**src/hw/rtl/uer_pkg.sv**
```systemverilog
// ---------------------------------------------------------------------------
// uer_pkg
// Types and constants shared by the echo ranger modules.
// ---------------------------------------------------------------------------
package uer_pkg;

  // Register indexes on the configuration port
  localparam logic [1:0] REG_NEAR_LIMIT = 2'd0;
  localparam logic [1:0] REG_TRIGGER    = 2'd1;
  localparam logic [1:0] REG_REPEAT     = 2'd2;

  localparam int CFG_DATA_W = 22;
  localparam int DIST_W     = 11;
  localparam int TICK_W     = 22;
  localparam int TRIG_W     = 8;

  localparam logic [DIST_W-1:0] NEAR_LIMIT_RST = 11'd150;
  localparam logic [TRIG_W-1:0] TRIGGER_RST    = 8'd10;
  localparam logic [TICK_W-1:0] REPEAT_RST     = 22'd1843318;

  // Tick length in ns: time_us = count * 1085 / 1000
  localparam logic [10:0] TICK_NS = 11'd1085;
  // count*1085 at or above this gives time above 65535 us
  localparam logic [35:0] SAT_PRODUCT = 36'd65536000;
  // distance for a saturated time: 65535 / 58
  localparam logic [DIST_W-1:0] DIST_MAX = 11'd1129;
  // floor(q / 3625) = (q * RECIP) >> RECIP_SHIFT for any 22-bit q
  localparam int QUO_W       = 22;
  localparam int RECIP_W     = 23;
  localparam int RECIP_SHIFT = 34;
  localparam logic [RECIP_W-1:0] RECIP = 23'd4739275;

  // Control bits of one queued word
  typedef struct packed {
    logic trig;
    logic done;
  } uer_ctl_t;

endpackage

```
**src/hw/rtl/uer_front.sv**
```systemverilog
// ---------------------------------------------------------------------------
// uer_front
// Measurement sequencer: walks trigger, wait, count and idle phases, one
// tick per accepted word, and hands a control word to the queue.
// ---------------------------------------------------------------------------
module uer_front
  import uer_pkg::*;
#(
  parameter int ECHO_COUNTER_BITS = 16
) (
  input  logic                         clk,
  input  logic                         rst_n,
  input  logic                         in_valid,
  output logic                         in_ready,
  input  logic                         in_echo,
  input  logic [TRIG_W-1:0]            trigger_ticks,
  input  logic [TICK_W-1:0]            repeat_ticks,
  output logic                         q_valid,
  input  logic                         q_ready,
  output uer_ctl_t                     q_ctl,
  output logic [ECHO_COUNTER_BITS-1:0] q_count
);

  typedef enum logic [1:0] {
    PH_TRIGGER,
    PH_WAIT,
    PH_COUNT,
    PH_IDLE
  } phase_t;

  phase_t                       phase_r, phase_nxt;
  logic [TICK_W-1:0]            tick_r, tick_nxt;
  logic [ECHO_COUNTER_BITS-1:0] echo_cnt_r, echo_cnt_nxt;
  logic [TICK_W-1:0]            tick_inc;
  logic [ECHO_COUNTER_BITS-1:0] echo_inc;
  logic [TRIG_W-1:0]            trig_len;
  logic                         fire;

  assign q_valid  = in_valid;
  assign in_ready = q_ready;
  assign fire     = in_valid && q_ready;

  assign tick_inc = tick_r + TICK_W'(1);
  assign echo_inc = echo_cnt_r + ECHO_COUNTER_BITS'(1);
  assign trig_len = (trigger_ticks == '0) ? TRIG_W'(1) : trigger_ticks;

  always_comb begin
    phase_nxt    = phase_r;
    tick_nxt     = tick_r;
    echo_cnt_nxt = echo_cnt_r;
    q_ctl        = '0;
    q_count      = '0;
    unique case (phase_r)
      PH_TRIGGER: begin
        q_ctl.trig = 1'b1;
        if (tick_inc >= TICK_W'(trig_len)) begin
          tick_nxt  = '0;
          phase_nxt = PH_WAIT;
        end else begin
          tick_nxt = tick_inc;
        end
      end
      PH_WAIT: begin
        if (in_echo) begin
          echo_cnt_nxt = ECHO_COUNTER_BITS'(1);
          phase_nxt    = PH_COUNT;
        end
      end
      PH_COUNT: begin
        // overflow or falling echo ends the measurement
        if (!in_echo || echo_inc == '0) begin
          q_ctl.done = 1'b1;
          q_count    = in_echo ? '0 : echo_cnt_r;
          tick_nxt   = '0;
          phase_nxt  = (repeat_ticks == '0) ? PH_TRIGGER : PH_IDLE;
        end
        echo_cnt_nxt = echo_inc;
      end
      PH_IDLE: begin
        if (tick_inc >= repeat_ticks) begin
          tick_nxt  = '0;
          phase_nxt = PH_TRIGGER;
        end else begin
          tick_nxt = tick_inc;
        end
      end
      default: phase_nxt = PH_TRIGGER;
    endcase
  end

  always_ff @(posedge clk) begin
    if (!rst_n) begin
      phase_r    <= PH_TRIGGER;
      tick_r     <= '0;
      echo_cnt_r <= '0;
    end else if (fire) begin
      phase_r    <= phase_nxt;
      tick_r     <= tick_nxt;
      echo_cnt_r <= echo_cnt_nxt;
    end
  end

endmodule

```
**src/hw/rtl/uer_fifo.sv**
```systemverilog
// ---------------------------------------------------------------------------
// uer_fifo
// Small word queue between the sequencer and the distance pipeline.
// ---------------------------------------------------------------------------
module uer_fifo #(
  parameter int WIDTH = 18,
  parameter int DEPTH = 4
) (
  input  logic             clk,
  input  logic             rst_n,
  input  logic             push_valid,
  output logic             push_ready,
  input  logic [WIDTH-1:0] push_data,
  output logic             pop_valid,
  input  logic             pop_ready,
  output logic [WIDTH-1:0] pop_data
);

  localparam int AW = (DEPTH > 1) ? $clog2(DEPTH) : 1;
  localparam int CW = $clog2(DEPTH + 1);

  logic [WIDTH-1:0] mem_r [DEPTH];
  logic [AW-1:0]    wr_ptr_r, rd_ptr_r;
  logic [CW-1:0]    cnt_r;
  logic             push, pop;

  assign push_ready = (cnt_r != CW'(DEPTH));
  assign pop_valid  = (cnt_r != '0);
  assign pop_data   = mem_r[rd_ptr_r];
  assign push       = push_valid && push_ready;
  assign pop        = pop_valid && pop_ready;

  always_ff @(posedge clk) begin
    if (push) begin
      mem_r[wr_ptr_r] <= push_data;
    end
  end

  always_ff @(posedge clk) begin
    if (!rst_n) begin
      wr_ptr_r <= '0;
      rd_ptr_r <= '0;
      cnt_r    <= '0;
    end else begin
      if (push) begin
        wr_ptr_r <= (wr_ptr_r == AW'(DEPTH - 1)) ? '0 : wr_ptr_r + AW'(1);
      end
      if (pop) begin
        rd_ptr_r <= (rd_ptr_r == AW'(DEPTH - 1)) ? '0 : rd_ptr_r + AW'(1);
      end
      if (push && !pop) begin
        cnt_r <= cnt_r + CW'(1);
      end else if (pop && !push) begin
        cnt_r <= cnt_r - CW'(1);
      end
    end
  end

endmodule

```
**src/hw/rtl/uer_back.sv**
```systemverilog
// ---------------------------------------------------------------------------
// uer_back
// Distance pipeline: count to centimetres, near/far flags, held result and
// output register.
// ---------------------------------------------------------------------------
module uer_back
  import uer_pkg::*;
#(
  parameter int ECHO_COUNTER_BITS = 16
) (
  input  logic                         clk,
  input  logic                         rst_n,
  input  logic                         q_valid,
  output logic                         q_ready,
  input  uer_ctl_t                     q_ctl,
  input  logic [ECHO_COUNTER_BITS-1:0] q_count,
  input  logic [DIST_W-1:0]            near_limit_cm,
  output logic                         out_valid,
  input  logic                         out_ready,
  output logic                         out_trigger,
  output logic                         out_done_res,
  output logic [DIST_W-1:0]            out_distance_cm,
  output logic                         out_near,
  output logic                         out_far
);

  localparam int PW = ECHO_COUNTER_BITS + 11;
  localparam int PROD_W = QUO_W + RECIP_W;

  logic                advance;
  // stage A: count * 1085
  logic                a_v_r;
  uer_ctl_t            a_ctl_r;
  logic [PW-1:0]       a_p_r;
  // stage B: reciprocal product for / 58000
  logic                b_v_r;
  uer_ctl_t            b_ctl_r;
  logic                b_sat_r;
  logic [PROD_W-1:0]   b_prod_r;
  logic [35:0]         a_p_ext;
  logic [QUO_W-1:0]    a_q;
  // held result
  logic [DIST_W-1:0]   held_dist_r;
  logic                held_near_r, held_far_r;
  logic [DIST_W-1:0]   dist_new;
  logic                near_new;
  // output register
  logic                out_v_r;
  uer_ctl_t            out_ctl_r;
  logic [DIST_W-1:0]   out_dist_r;
  logic                out_near_r, out_far_r;

  assign advance = !out_v_r || out_ready;
  assign q_ready = advance;

  assign a_p_ext = 36'(a_p_r);
  assign a_q     = a_p_ext[QUO_W+3:4];

  assign dist_new = b_sat_r ? DIST_MAX : b_prod_r[RECIP_SHIFT+DIST_W-1:RECIP_SHIFT];
  assign near_new = (dist_new != '0) && (dist_new <= near_limit_cm);

  always_ff @(posedge clk) begin
    if (advance) begin
      a_ctl_r  <= q_ctl;
      a_p_r    <= PW'(q_count) * PW'(TICK_NS);
      b_ctl_r  <= a_ctl_r;
      b_sat_r  <= (a_p_ext >= SAT_PRODUCT);
      b_prod_r <= PROD_W'(a_q) * PROD_W'(RECIP);
      out_ctl_r <= b_ctl_r;
      if (b_ctl_r.done) begin
        out_dist_r <= dist_new;
        out_near_r <= near_new;
        out_far_r  <= !near_new;
      end else begin
        out_dist_r <= held_dist_r;
        out_near_r <= held_near_r;
        out_far_r  <= held_far_r;
      end
    end
  end

  always_ff @(posedge clk) begin
    if (!rst_n) begin
      a_v_r       <= 1'b0;
      b_v_r       <= 1'b0;
      out_v_r     <= 1'b0;
      held_dist_r <= '0;
      held_near_r <= 1'b0;
      held_far_r  <= 1'b0;
    end else if (advance) begin
      a_v_r   <= q_valid;
      b_v_r   <= a_v_r;
      out_v_r <= b_v_r;
      if (b_v_r && b_ctl_r.done) begin
        held_dist_r <= dist_new;
        held_near_r <= near_new;
        held_far_r  <= !near_new;
      end
    end
  end

  assign out_valid       = out_v_r;
  assign out_trigger     = out_ctl_r.trig;
  assign out_done_res    = out_ctl_r.done;
  assign out_distance_cm = out_dist_r;
  assign out_near        = out_near_r;
  assign out_far         = out_far_r;

endmodule

```
**src/hw/rtl/ultrasonic_echo_ranger_core.sv**
```systemverilog
// ---------------------------------------------------------------------------
// ultrasonic_echo_ranger_core
// Time-of-flight ranger driven by timer ticks: trigger, echo timing,
// distance in centimetres and near/far flags, one result word per tick.
// ---------------------------------------------------------------------------
// Each input word is one timer tick carrying the sampled echo level, and it
// yields exactly one result word with the trigger level for that tick, a
// done strobe on the tick a measurement ends, and the held distance and
// near/far flags. The block takes one tick per clock cycle while the
// output side is not stalled: the sequencer closes its phase and counter
// update on each accepted tick, and the distance math runs in a three-stage
// pipeline (a multiply in each of the first two stages, the flag compare in
// the output register) behind a four-word queue. A tick's result passes
// through the queue and then the stage A, stage B and output registers.
// Write the configuration registers only while no ticks are in flight.
// ---------------------------------------------------------------------------
module ultrasonic_echo_ranger_core
  import uer_pkg::*;
#(
  parameter int ECHO_COUNTER_BITS = 16
) (
  input  logic                  clk,
  input  logic                  rst_n,
  // configuration write port
  input  logic                  cfg_wr_en,
  input  logic [1:0]            cfg_index,
  input  logic [CFG_DATA_W-1:0] cfg_wdata,
  // tick input
  input  logic                  in_valid,
  output logic                  in_ready,
  input  logic                  in_echo,
  // result output
  output logic                  out_valid,
  input  logic                  out_ready,
  output logic                  out_trigger,
  output logic                  out_done_res,
  output logic [DIST_W-1:0]     out_distance_cm,
  output logic                  out_near,
  output logic                  out_far
);

  localparam int QW = $bits(uer_ctl_t) + ECHO_COUNTER_BITS;

  logic [DIST_W-1:0] near_limit_r;
  logic [TRIG_W-1:0] trigger_ticks_r;
  logic [TICK_W-1:0] repeat_ticks_r;

  // Register file: an index past the list drops the write.
  always_ff @(posedge clk) begin
    if (!rst_n) begin
      near_limit_r    <= NEAR_LIMIT_RST;
      trigger_ticks_r <= TRIGGER_RST;
      repeat_ticks_r  <= REPEAT_RST;
    end else if (cfg_wr_en) begin
      unique case (cfg_index)
        REG_NEAR_LIMIT: near_limit_r    <= cfg_wdata[DIST_W-1:0];
        REG_TRIGGER:    trigger_ticks_r <= cfg_wdata[TRIG_W-1:0];
        REG_REPEAT:     repeat_ticks_r  <= cfg_wdata[TICK_W-1:0];
        default:        ;
      endcase
    end
  end

  // Sequencer to queue
  logic                         fq_valid, fq_ready;
  uer_ctl_t                     fq_ctl;
  logic [ECHO_COUNTER_BITS-1:0] fq_count;
  // Queue to distance pipeline
  logic                         qb_valid, qb_ready;
  logic [QW-1:0]                qb_data;
  uer_ctl_t                     qb_ctl;
  logic [ECHO_COUNTER_BITS-1:0] qb_count;

  uer_front #(
    .ECHO_COUNTER_BITS(ECHO_COUNTER_BITS)
  ) u_front (
    .clk           (clk),
    .rst_n         (rst_n),
    .in_valid      (in_valid),
    .in_ready      (in_ready),
    .in_echo       (in_echo),
    .trigger_ticks (trigger_ticks_r),
    .repeat_ticks  (repeat_ticks_r),
    .q_valid       (fq_valid),
    .q_ready       (fq_ready),
    .q_ctl         (fq_ctl),
    .q_count       (fq_count)
  );

  uer_fifo #(
    .WIDTH(QW),
    .DEPTH(4)
  ) u_fifo (
    .clk        (clk),
    .rst_n      (rst_n),
    .push_valid (fq_valid),
    .push_ready (fq_ready),
    .push_data  ({fq_ctl, fq_count}),
    .pop_valid  (qb_valid),
    .pop_ready  (qb_ready),
    .pop_data   (qb_data)
  );

  // Split the queued word back into control and count.
  assign qb_ctl   = qb_data[QW-1:ECHO_COUNTER_BITS];
  assign qb_count = qb_data[ECHO_COUNTER_BITS-1:0];

  uer_back #(
    .ECHO_COUNTER_BITS(ECHO_COUNTER_BITS)
  ) u_back (
    .clk             (clk),
    .rst_n           (rst_n),
    .q_valid         (qb_valid),
    .q_ready         (qb_ready),
    .q_ctl           (qb_ctl),
    .q_count         (qb_count),
    .near_limit_cm   (near_limit_r),
    .out_valid       (out_valid),
    .out_ready       (out_ready),
    .out_trigger     (out_trigger),
    .out_done_res    (out_done_res),
    .out_distance_cm (out_distance_cm),
    .out_near        (out_near),
    .out_far         (out_far)
  );

endmodule

```
**config.mk**
```make
export PLATFORM = sky130hd
export DESIGN_NAME = ultrasonic_echo_ranger_core
export DESIGN_NICKNAME = d
export VERILOG_FILES = /design/src/hw/rtl/uer_pkg.sv /design/src/hw/rtl/uer_front.sv /design/src/hw/rtl/uer_fifo.sv /design/src/hw/rtl/uer_back.sv /design/src/hw/rtl/ultrasonic_echo_ranger_core.sv
export SDC_FILE = /design/constraint.sdc
export NUM_CORES = 1
export LEC_CHECK = 0
export BUFFER_PORTS_ARGS = -buffer_cell sky130_fd_sc_hd__buf_4
export CAP_MARGIN = 15
export CORE_UTILIZATION = 67
export DETAILED_ROUTE_END_ITERATION = 8
export PLACE_DENSITY = 0.95
export RECOVER_POWER = 25
export SYNTH_ARGS = -nofsm -noshare
export SYNTH_HDL_FRONTEND = slang
export SYNTH_SLANG_ARGS = --single-unit
```
**constraint.sdc**
```tcl
create_clock -name clk -period 15.26 [get_ports clk]
set_clock_uncertainty 0.05 [all_clocks]
set_input_delay 0 -clock clk [delete_from_list [all_inputs] [get_ports clk]]
set_output_delay 0 -clock clk [all_outputs]
set_load 0.05 [all_outputs]
```
After elaboration in Yosys (flattened, before gate mapping)

Memories as Yosys holds them, arrays and structs flattened. A register that Yosys moved wholly into a read port is not among the register bits.
Index checks and enable logic that the tools add are counted.

Bits of input ports: 30
Word-level logic and storage cells: 113
Bits in writable memories: 72
Output and inout bits: 17
Bits in registers: 196
Memories: 1

Memories:

| name         | words | bits a word | rd ports | clocked after memory_dff | write ports | RTL line       | RTL |
|---|---|---|---|---|---|---|---|
| u_fifo.mem_r | 4     | 18          | 1        | 1                        | 1           | uer_fifo.sv:22 | `logic [WIDTH-1:0] mem_r [DEPTH];` |

Add/sub/neg operators: 6
$lt $le $gt $ge: 4
Multiply operators: 2
Reduce and logical (&&, ||, !) cells: 30
Muxes and demuxes: 31
Eq/ne operators: 12

Operators by type and width:

| operator                                               | number |
|---|---|
| 2-to-1 mux 22 bit                                      | 3 |
| one-hot mux 22 bit (3 select lines)                    | 1 |
| 2-to-1 mux 16 bit                                      | 4 |
| multiplier 22 x 23 -> 45 bit (second input constant)   | 1 |
| one-hot mux 16 bit (2 select lines)                    | 1 |
| >= comparator 27 x 26 -> 1 bit (second input constant) | 1 |
| multiplier 16 x 11 -> 27 bit (second input constant)   | 1 |
| adder 22 x 1 -> 22 bit (second input constant)         | 1 |
| >= comparator 22 bit                                   | 1 |
| >= comparator 22 x 8 -> 1 bit                          | 1 |
| zero test 22 bit                                       | 1 |
| 2-to-1 mux 11 bit                                      | 2 |
| 2-to-1 mux 2 bit                                       | 9 |
| adder 16 x 1 -> 16 bit (second input constant)         | 1 |
| zero test 16 bit                                       | 1 |
| <= comparator 11 bit                                   | 1 |
| nonzero test 11 bit                                    | 1 |
| == test 2 bit (second input constant)                  | 5 |
| zero test 8 bit                                        | 1 |
| 2-to-1 mux 8 bit                                       | 1 |
| one-hot mux 2 bit (4 select lines)                     | 1 |
| AND reduction 2 bit                                    | 4 |
| 2-to-1 mux 1 bit                                       | 7 |
| logical AND 1 bit                                      | 6 |
| 15 further kinds                                       | 29 |

Depth between registers and ports, before layout

Gate-level depths: netlist of the first run.

Depth after elaboration: 6
Gate-level depth with buffers: 23
Mapped depth without buffers: 23

Cells and area by module

Synthesis of the first run repeated with hierarchy kept, for this count alone.

Cell total of the unflattened synthesis: 2090
Area total of the unflattened synthesis: 21574.4 um^2

By module, submodules not included:

| module                      | area an instance (um^2) | cells an instance | instances | sequential area each (um^2) |
|---|---|---|---|---|
| uer_back                    | 12937.4                 | 1240              | 1         | 2062.0 |
| uer_front                   | 3860.0                  | 535               | 1         | 800.8 |
| uer_fifo                    | 3084.2                  | 145               | 1         | 2342.2 |
| ultrasonic_echo_ranger_core | 1692.9                  | 170               | 1         | 820.8 |

Worst setup path before layout of the first run

OpenSTA, ideal clock, no wires.

Path kind: flip-flop to flip-flop
Start point: register (tool-made name)
End point: register u_back.a_p_r[25] (data pin)
Slack: 8.925 ns
Path buffers: 2
Arrival time: 6.024 ns
Setup time: 0.260 ns
Cell stages (with the launch flop): 20
Path through: dfxtp_1 > clkbuf_1 > clkbuf_1 > mux4_2 > fa_1 > ha_1 > fa_1 > inv_1 > fa_1 > inv_1 > fa_1 > ha_1 > a21o_1 > a21o_1 > a21oi_1 > o22ai_1 > a211o_1 > a31o_2 > a21oi_1 > xnor2_1

RTL lines:

| element                | RTL line       | RTL |
|---|---|---|
| end signal: assignment | uer_back.sv:65 | `a_p_r <= PW'(q_count) * PW'(TICK_NS);` |
| end: declaration       | uer_back.sv:34 | `logic [PW-1:0] a_p_r;` |

==> flow_summary.ini, run 1 <==
[timing]
setup-violations-final = 0
worst_slew_margin_rel = -1.23
final.setup.worst_slack_ns = 8.40
unrepaired_setup_endpoints_after_global_routing = no
period_needed_ns = 6.86
worst_hold_margin_ns = 0.0148
timing.final.crit_share = 0.449
max_slew_vio_count = 63
timing.fmax_mhz = 146
tns_ns = 0
fin_hold_viols = 0
tightestPinTransition_ns = 3.34

[yosys]
postSynthRegisterBits = 236
post_synth_edffs = 130
sequential_area_share_after_synthesis = 0.293
synthCells = 1943
yosysTopAreaCellShare = 0.231
synth_commonest_cells = sky130_fd_sc_hd__ha_1 (379), sky130_fd_sc_hd__inv_1 (332), sky130_fd_sc_hd__fa_1 (163)
synth_fp_nets = 2515
yosysTopAreaCell = sky130_fd_sc_hd__ha_1
cell_area_after_technology_mapping_mm2 = 0.0205
synthTopCellsByArea = sky130_fd_sc_hd__ha_1 (23%), sky130_fd_sc_hd__edfxtp_1 (19%), sky130_fd_sc_hd__fa_1 (16%)
yosysMostFrequentCell = sky130_fd_sc_hd__ha_1
synth.lib_cells_used.distinct = 74
postSynth.topFlopCell = sky130_fd_sc_hd__edfxtp_1
yosys_warnings = 0
synth_async_sr_flop_share = 0
per_instance_average_area_after_synthesis_um2 = 10.6

[place]
dp_hpwl_mm = 36.7
numPortBuffers = 46
routabilityCongestion = 0.989
dp_cells = 2334
dpl_worst_slack_ns = 8.62

[critical_path]
timing.critical_path.required_ns = 15.45
cp.arrival_ns = 7.05
path_class = flop to flop
crit_path_max_fanout = 18
timing.critical_path.from_type = flop
end_kind = flop

[final_layout]
area_delta_synth_final_pct = 8.29
insertedDiodeCount = 0
nFillCells = 1827
instances_no_fill = 2416
finalNetCount = 2579
layout-drive-gt1-share = 0.0518

[global_route]
met3_usage = 0.0462
grtUsageTotal = 0.346
initial_antenna_violation_count = 0
first_global_vias = 16500
first_pass_grt_wire_length_mm = 83.9
grt.overflow.total = 0
pin_count_of_the_biggest_net_entering_global_routing = 103
globalRoute.busiestLayer = met2
use_met2 = 0.614
met1_track_utilization_from_global_routing = 0.403

[clock_network]
tritoncts = yes
cts-root-to-sink-buffers = 3
post-cts-setup-buffers = 0
clock_latency_ns = 0.55
cts.reportedPaths.clkPinSlew_ns = 0.08
ctsRootBufferMaster = sky130_fd_sc_hd__clkbuf_16
cts_sinks = 236
cts_inserted_buffers = 25
h-tree-depth = 1

[detailed_routing]
first_pass_iters = 8
detail-route-antenna-nets = 0
drt-initial-drc-count = 1437
post_detailed_routing_wire_length_mm = 52.6
vias = 15200
routed_via_density = 6.30
number_of_drc_violations_after_detailed_routing = 0
routed_wire_length_per_instance_um = 21.8

[floorplan]
floorplan.die_area_mm2 = 0.0314
die_h_um = 177
initial_core_utilization = 0.687
floorplan.core_area_mm2 = 0.0299
placement_rows = 63
io_pins = 47
die_extent_in_x_um = 177

[min_path]
hold_path.class = primary input to flop

[outcome]
run_status = finished with violations
violated_checks = max-capacitance violations, max-slew violations

[job]
timing.max_cap.violations = 1
-- cell usage in the layout, fill, tap and decap left out, drive strengths merged, types with 6 or more instances in the layout --
cell type and n:
nand2 152, clkbuf 53, a21boi 37, mux2i 10
mux4 18, nor3 22, nor2 59, nor4 18
a21o 16, o31ai 9, dfxtp 106, a22oi 9
and3 21, o211ai 16, nand3b 8, a211oi 6
ha 379, xor2 14, a31oi 11, nor2b 35
inv 335, o211a 11, fa 163, or3 10
dlygate4sd3 36, mux2 7, xnor2 34, buf 30
nand4 33, o22ai 6, o21ai 52, clkinv 9
and2 30, a21oi 47, o21a 14, edfxtp 130
nand3 25, a211o 7
-- final timing paths --
kind                          startpoint                              end  slack [ns]  cells past startpoint
max                                 flop       u_back.a_p_r[24]$_DFFE_PN_        8.40                     17
min                                rst_n  trigger_ticks_r[3]$_SDFFE_PN1P_        0.01                      2
max reg2reg                         flop       u_back.a_p_r[24]$_DFFE_PN_        8.40                     17
min reg2reg  u_back.b_ctl_r[1]$_DFFE_PN_     u_back.out_trigger$_DFFE_PN_        0.39                      0
-- through the flow --
stage | util | cell area, µm²
global route | 0.744 | 22200
detailed placement | 0.709 | 21200
CTS | 0.747 | 22300
global placement | 0.709 | 21200
finish | 0.744 | 22200
floorplan | - | 20500
-- cell families after synthesis --
logic type,after synthesis,synth area share
AO/OA/AOI/OAI,267,0.0888
XOR/XNOR,48,0.0205
adder cells (fa/ha/maj),542,0.390
buffers and inverters,381,0.0707
flip-flops,236,0.293
multiplexers,35,0.0285
AND/OR/NAND/NOR,434,0.108
-- worst max-delay path, stage by stage, from the launching register on --
cell and delay (ns):
sky130_fd_sc_hd__dfxtp_1 0.92, sky130_fd_sc_hd__mux4_2 0.56, sky130_fd_sc_hd__fa_1 0.55, sky130_fd_sc_hd__ha_1 0.31, sky130_fd_sc_hd__inv_1 0.07, sky130_fd_sc_hd__fa_1 0.43, sky130_fd_sc_hd__fa_1 0.54, sky130_fd_sc_hd__inv_1 0.05
sky130_fd_sc_hd__fa_1 0.48, sky130_fd_sc_hd__ha_1 0.39, sky130_fd_sc_hd__nand2_1 0.10, sky130_fd_sc_hd__nor4_1 0.35, sky130_fd_sc_hd__nand3b_1 0.17, sky130_fd_sc_hd__o211ai_1 0.13, sky130_fd_sc_hd__o211a_1 0.29, sky130_fd_sc_hd__o21ai_0 0.60
sky130_fd_sc_hd__nand2_1 0.26, sky130_fd_sc_hd__o311ai_0 0.30
-- registers in the layout, indices dropped and copies added (netlist names), 8 cells and up, named ones only --
signal and flops:
u_fifo.mem_r 72, u_back.a_p_r 27, repeat_ticks_r 22, u_front.tick_r 22
u_front.echo_cnt_r 16, near_limit_r 11, u_back.b_prod_r 11, u_back.held_dist_r 11
u_back.out_distance_cm 11, trigger_ticks_r 8
-- layout make-up --
| type | count | area (µm²) | area share |
|---|---|---|---|
| clock buffer | 33 | 666 | 0.0299 |
| clock inverter | 13 | 93.8 | 0.00422 |
| inverter | 332 | 1250 | 0.0560 |
| multi-input combinational | 1326 | 13100 | 0.587 |
| sequential | 236 | 6030 | 0.271 |
| tap | 390 | 488 | 0.0219 |
| timing repair buffer | 86 | 661 | 0.0297 |
-- layer usage --
metal	routed length, µm	vias up
met2	26200	810
met3	3290	253
met4	3180	0
met1	20000	7349
li1	-	6812
met5	0	-
-- what timing repair did --
action	in CTS	in global routing
hold buffers	36	0
gates resized for setup	0	0
setup endpoints to repair	0	0
hold endpoints to repair	50	0
Power of run 1 is left out: the tool's default activity adds up to more than one toggle a clock period on the data nets, which glitch-free logic cannot reach.
==> run 2, diff against run 1 <==
Settings changed: CORE_UTILIZATION 67 to 59, PLACE_DENSITY 0.95 to 0.9.
Clock period 15.26 ns to 5.63 ns, I/O delays scaled along.
==> flow_summary.ini, run 2 (same netlist as run 1, synthesis figures left out) <==
[critical_path]
worst_r2r_startpoint = u_back.a_p_r[17]$_DFFE_PN_
end_kind = flop
timing.critical_path.from_type = flop
worstPathBufferInverterCount = 5
rr_worst_depth = 21
reg2reg_slack_ns = -0.56
crit_path_max_fanout = 3
worstReg2RegEnd = u_back.b_prod_r[44]$_DFFE_PN_
crit_family = adder cells
cp.arrival_ns = 6.43
cpMaxStageDelayCell = sky130_fd_sc_hd__fa_1
timing.critical_path.slowest_cell_delay_ns = 0.60
path_class = flop to flop
crit_chain = ha_1, ha_1, fa_1, inv_1, fa_1, inv_1, fa_1, inv_1, fa_1, inv_1, fa_1, ha_1, o211ai_1, a211o_1, a311oi_2, nor2_2, buf_6, a211o_1, a31oi_4, o21ai_2, xnor2_1
timing.critical_path.required_ns = 5.87
crit_top_cell = sky130_fd_sc_hd__fa_1

[timing]
setup-violations-final = 21
final.setup.worst_slack_ns = -0.560
timing.fmax_mhz = 162
max_slew_vio_count = 166
worst_slew_margin_rel = -1.85
unrepaired_setup_endpoints_after_global_routing = yes
period_needed_ns = 6.19
tightestPinTransition_ns = 4.28
timing.final.crit_share = 1.10
fin_hold_viols = 0

[global_route]
first_global_vias = 16900
pin_count_of_the_biggest_net_entering_global_routing = 103
grtUsageTotal = 0.303
grt.overflow.total = 0
initial_antenna_violation_count = 2
first_pass_grt_wire_length_mm = 85.7

[final_layout]
instances_no_fill = 2629
layout.cells.most_common = sky130_fd_sc_hd__ha_1
top_regs = u_fifo.mem_r (72), u_back.a_p_r (27)
layout-drive-gt1-share = 0.154
max_flop_register = u_fifo.mem_r
largest_reg_flops = 72
area_delta_synth_final_pct = 17.4
top_library_cells_by_usage_in_the_layout_fill_and_taps_aside = sky130_fd_sc_hd__ha_1 (361), sky130_fd_sc_hd__inv_1 (324), sky130_fd_sc_hd__buf_4 (165)
finalNetCount = 2732

[outcome]
run_status = finished with violations
violated_checks = max-capacitance violations, max-slew violations, negative setup slack

[clock_network]
cts_inserted_buffers = 26
cts_sinks = 236
clock_latency_ns = 0.57
ctsRootBufferMaster = sky130_fd_sc_hd__clkbuf_16
tritoncts = yes
cts-root-to-sink-buffers = 3
cts.reportedPaths.clkPinSlew_ns = 0.06
h-tree-depth = 1

[floorplan]
initial_core_utilization = 0.606
floorplan.core_area_mm2 = 0.0339
floorplan.die_area_mm2 = 0.0356
io_pins = 47
die_h_um = 189
placement_rows = 67
die_extent_in_x_um = 189

[detailed_routing]
routed_via_density = 6.24
routed_wire_length_per_instance_um = 22.0
number_of_drc_violations_after_detailed_routing = 0
vias = 16400
first_pass_iters = 7
post_detailed_routing_wire_length_mm = 57.9
drt-initial-drc-count = 1746
detail-route-antenna-nets = 0

[place]
numPortBuffers = 46
routabilityCongestion = 0.956
dp_cells = 2496
dp_hpwl_mm = 36.5

[min_path]
timing.hold.worst.start = cfg_wr_en
min_to = near_limit_r[10]$_SDFFE_PN0P_
depth_of_the_worst_hold_timing_path = 4
hold_path.class = primary input to flop

[job]
timing.max_cap.violations = 2
-- run 2: changes by cell type in the layout (fill, tap and decap cells not counted), sizes merged --
cell         delta
bufinv          +1
diode           +1
clkinv          -1
inv             -2
buf           +155
clkbuf          +4
dlygate4sd3     -3
-- run 2: worst min-delay path: cells and delay by family --
| kind | cells | cell delay, ns |
|---|---|---|
| AOI/OAI and AO/OA | 1 | 0.15 |
| buffers and inverters | 1 | 0.13 |
| and+or+nand+nor | 2 | 0.34 |
-- run 2: final cells by class --
type / count / area, µm²
Clock buffer: 37 / 742
Multi-Input combinational cell: 1326 / 13500
Timing Repair Buffer: 238 / 1930
Sequential cell: 236 / 6030
Inverter: 332 / 1250
Antenna cell: 1 / 2.50
Tap cell: 448 / 561
Clock inverter: 11 / 113
Fill cell: 2069 / 9760
-- run 2: worst max path at each step --
stage | start | end | cells after the start
after global routing | u_back.a_p_r[17]$_DFFE_PN_ | u_back.b_prod_r[44]$_DFFE_PN_ | 21
after detailed placement | u_back.a_p_r[25]$_DFFE_PN_ | u_back.b_prod_r[44]$_DFFE_PN_ | 20
after global placement | u_back.a_p_r[25]$_DFFE_PN_ | u_back.b_prod_r[44]$_DFFE_PN_ | 21
after CTS | u_back.a_p_r[25]$_DFFE_PN_ | u_back.b_prod_r[44]$_DFFE_PN_ | 22
after floorplan | u_back.a_p_r[25]$_DFFE_PN_ | u_back.b_prod_r[44]$_DFFE_PN_ | 21
final | u_back.a_p_r[17]$_DFFE_PN_ | u_back.b_prod_r[44]$_DFFE_PN_ | 21
-- run 2: routing by layer --
layer / share of wire / GRT usage
met3: 0.070 / 0.0408
met4: 0.069 / 0.141
met1: 0.37 / 0.355
met5: 0.00022 / 0
met2: 0.49 / 0.547
-- run 2: timing repair --
action                                  CTS  global route
cloned                                    1             0
resized for setup                        35            59
endpoints found under the setup margin   19            22
setup buffers                            24            26
hold endpoints to repair                 50             0
hold buffers                             33             0
pin swaps                                37            57
-- run 2: per-stage QoR --
stage / hold slack, ns / TNS, ns / setup WS, ns / area, µm² / utilization
floorplan: 0.0886 / -0.500 / -0.177 / 20600 / -
finish: 0.0690 / -5.70 / -0.560 / 24100 / 0.712
CTS: 0.0268 / -2.30 / -0.346 / 23600 / 0.698
detailed placement: 0.189 / -4.34 / -0.520 / 22100 / 0.653
global placement: 0.176 / -1.99 / -0.343 / 22100 / 0.653
global route: 0.118 / -8.86 / -0.690 / 24100 / 0.712
Power of run 2 is left out for the same reason.
==> run 3, diff against run 2 <==
Settings changed: CORE_UTILIZATION 59 to 67, PLACE_DENSITY 0.9 to 0.95.
Clock period 5.63 ns to 7.5 ns, I/O delays scaled along.
==> flow_summary.ini, run 3 (same netlist as run 1, synthesis figures left out) <==
[detailed_routing]
vias = 15400
routed_via_density = 6.38
routed_wire_length_per_instance_um = 21.2
detail-route-antenna-nets = 0
drt-initial-drc-count = 1574
first_pass_iters = 7
post_detailed_routing_wire_length_mm = 51.2
number_of_drc_violations_after_detailed_routing = 0

[critical_path]
crit_top_cell = sky130_fd_sc_hd__fa_1
worstReg2RegEnd = u_back.b_prod_r[44]$_DFFE_PN_
timing.critical_path.required_ns = 7.74
crit_chain = ha_1, inv_1, fa_1, inv_1, fa_1, inv_1, fa_1, fa_1, inv_1, fa_1, fa_1, ha_1, and3_1, o211ai_1, a211o_1, a311oi_1, nor2_1, a211o_1, a31oi_1, o21ai_0, xnor2_1
reg2reg_slack_ns = 0.69
cp.arrival_ns = 7.05
crit_path_max_fanout = 8
worst_r2r_startpoint = u_back.a_p_r[25]$_DFFE_PN_
crit_family = adder cells
rr_worst_depth = 21
cpMaxStageDelayCell = sky130_fd_sc_hd__edfxtp_1
timing.critical_path.slowest_cell_delay_ns = 0.54
path_class = flop to flop
end_kind = flop
timing.critical_path.from_type = flop
worstPathBufferInverterCount = 4

[clock_network]
h-tree-depth = 1
cts.reportedPaths.clkPinSlew_ns = 0.07
cts-root-to-sink-buffers = 3
cts_sinks = 236
tritoncts = yes
clock_latency_ns = 0.55
ctsRootBufferMaster = sky130_fd_sc_hd__clkbuf_16
cts_inserted_buffers = 25

[global_route]
initial_antenna_violation_count = 2
pin_count_of_the_biggest_net_entering_global_routing = 103
grt.overflow.total = 0
first_global_vias = 16400
grtUsageTotal = 0.335
first_pass_grt_wire_length_mm = 81.8

[floorplan]
io_pins = 47
initial_core_utilization = 0.687
placement_rows = 63
floorplan.core_area_mm2 = 0.0299
floorplan.die_area_mm2 = 0.0314
die_h_um = 177
die_extent_in_x_um = 177

[timing]
setup-violations-final = 0
tightestPinTransition_ns = 3.37
unrepaired_setup_endpoints_after_global_routing = no
fin_hold_viols = 0
timing.final.crit_share = 0.908
tns_ns = 0
timing.fmax_mhz = 147
worst_slew_margin_rel = -1.25
max_slew_vio_count = 63
final.setup.worst_slack_ns = 0.687
period_needed_ns = 6.81

[place]
numPortBuffers = 46
routabilityCongestion = 0.997
dpl_worst_slack_ns = 0.823
dp_hpwl_mm = 36.5

[final_layout]
layout-drive-gt1-share = 0.0549
layout.cells.most_common = sky130_fd_sc_hd__ha_1
area_delta_synth_final_pct = 8.52
nFillCells = 1798
largest_reg_flops = 72
finalNetCount = 2574
max_flop_register = u_fifo.mem_r
top_regs = u_fifo.mem_r (72), u_back.a_p_r (27)
top_library_cells_by_usage_in_the_layout_fill_and_taps_aside = sky130_fd_sc_hd__ha_1 (379), sky130_fd_sc_hd__inv_1 (331), sky130_fd_sc_hd__fa_1 (163)

[min_path]
min_to = trigger_ticks_r[3]$_SDFFE_PN1P_
depth_of_the_worst_hold_timing_path = 2
hold_path.class = primary input to flop
timing.hold.worst.start = rst_n

[job]
timing.max_cap.violations = 1

[outcome]
run_status = finished with violations
violated_checks = max-capacitance violations, max-slew violations
[run 3: cell types whose count changed in the layout (fill, tap and decap cells not counted), sizes merged]
| cell | previous run | this run |
|---|---|---|
| buf | 185 | 30 |
| diode | 1 | 2 |
| inv | 333 | 336 |
| clkinvlp | 1 | 3 |
| clkbuf | 57 | 52 |
| clkinv | 8 | 6 |
| dlygate4sd3 | 33 | 31 |
[run 3: worst max path at each step]
stage,startpoint,depth (start not counted),endpoint,slack [ns]
4_1_cts,u_back.a_p_r[25]$_DFFE_PN_,21,u_back.b_prod_r[44]$_DFFE_PN_,0.75
2_1_floorplan,flop,19,u_back.a_p_r[25]$_DFFE_PN_,1.17
6_report,u_back.a_p_r[25]$_DFFE_PN_,21,u_back.b_prod_r[44]$_DFFE_PN_,0.69
3_5_place_dp,u_back.a_p_r[25]$_DFFE_PN_,21,u_back.b_prod_r[44]$_DFFE_PN_,0.82
3_3_place_gp,u_back.a_p_r[25]$_DFFE_PN_,21,u_back.b_prod_r[44]$_DFFE_PN_,1.04
5_1_grt,u_back.a_p_r[25]$_DFFE_PN_,21,u_back.b_prod_r[44]$_DFFE_PN_,0.39
[run 3: worst reg2reg max path: cells and delay by family, from the launching register on]
kind            cells  cell delay, ns
compound gates      6            1.58
xor+xnor            1            0.17
fa+ha+maj           8            3.64
buf+inv             4            0.24
flops               1            0.54
simple gates        2            0.35
[run 3: layer usage]
metal | GRT usage | part of all wire
met5 | 0 | 0
met4 | 0.198 | 0.068
met3 | 0.0466 | 0.063
met2 | 0.592 | 0.50
met1 | 0.385 | 0.37
[run 3: cell type report]
type                       instances  area [µm²]  area share
antenna                            2        5.00    0.000225
clock buffer                      32         726      0.0326
clock inverter                    14         126     0.00567
inverter                         332        1250      0.0559
multi-input combinational       1326       13100       0.586
sequential                       236        6030       0.270
tap                              390         488      0.0219
timing repair buffer              81         611      0.0274
[run 3: what timing repair did]
action / CTS / global route
hold buffers: 31 / 0
gates resized for setup: 0 / 0
hold endpoints to repair: 50 / 0
buffers inserted: 0 / 0
setup endpoints to repair: 0 / 0
[run 3: per-stage QoR]
step	cell area [µm²]	hold WS (ns)	cells	util
floorplan	20500	0.0886	1943	-
CTS	22400	0.00841	2411	0.748
detailed placement	21200	0.188	2334	0.709
global route	22300	0.0473	2413	0.746
global placement	21200	0.174	2334	0.709
finish	22300	0.0594	2413	0.746
Power of run 3 is left out for the same reason.
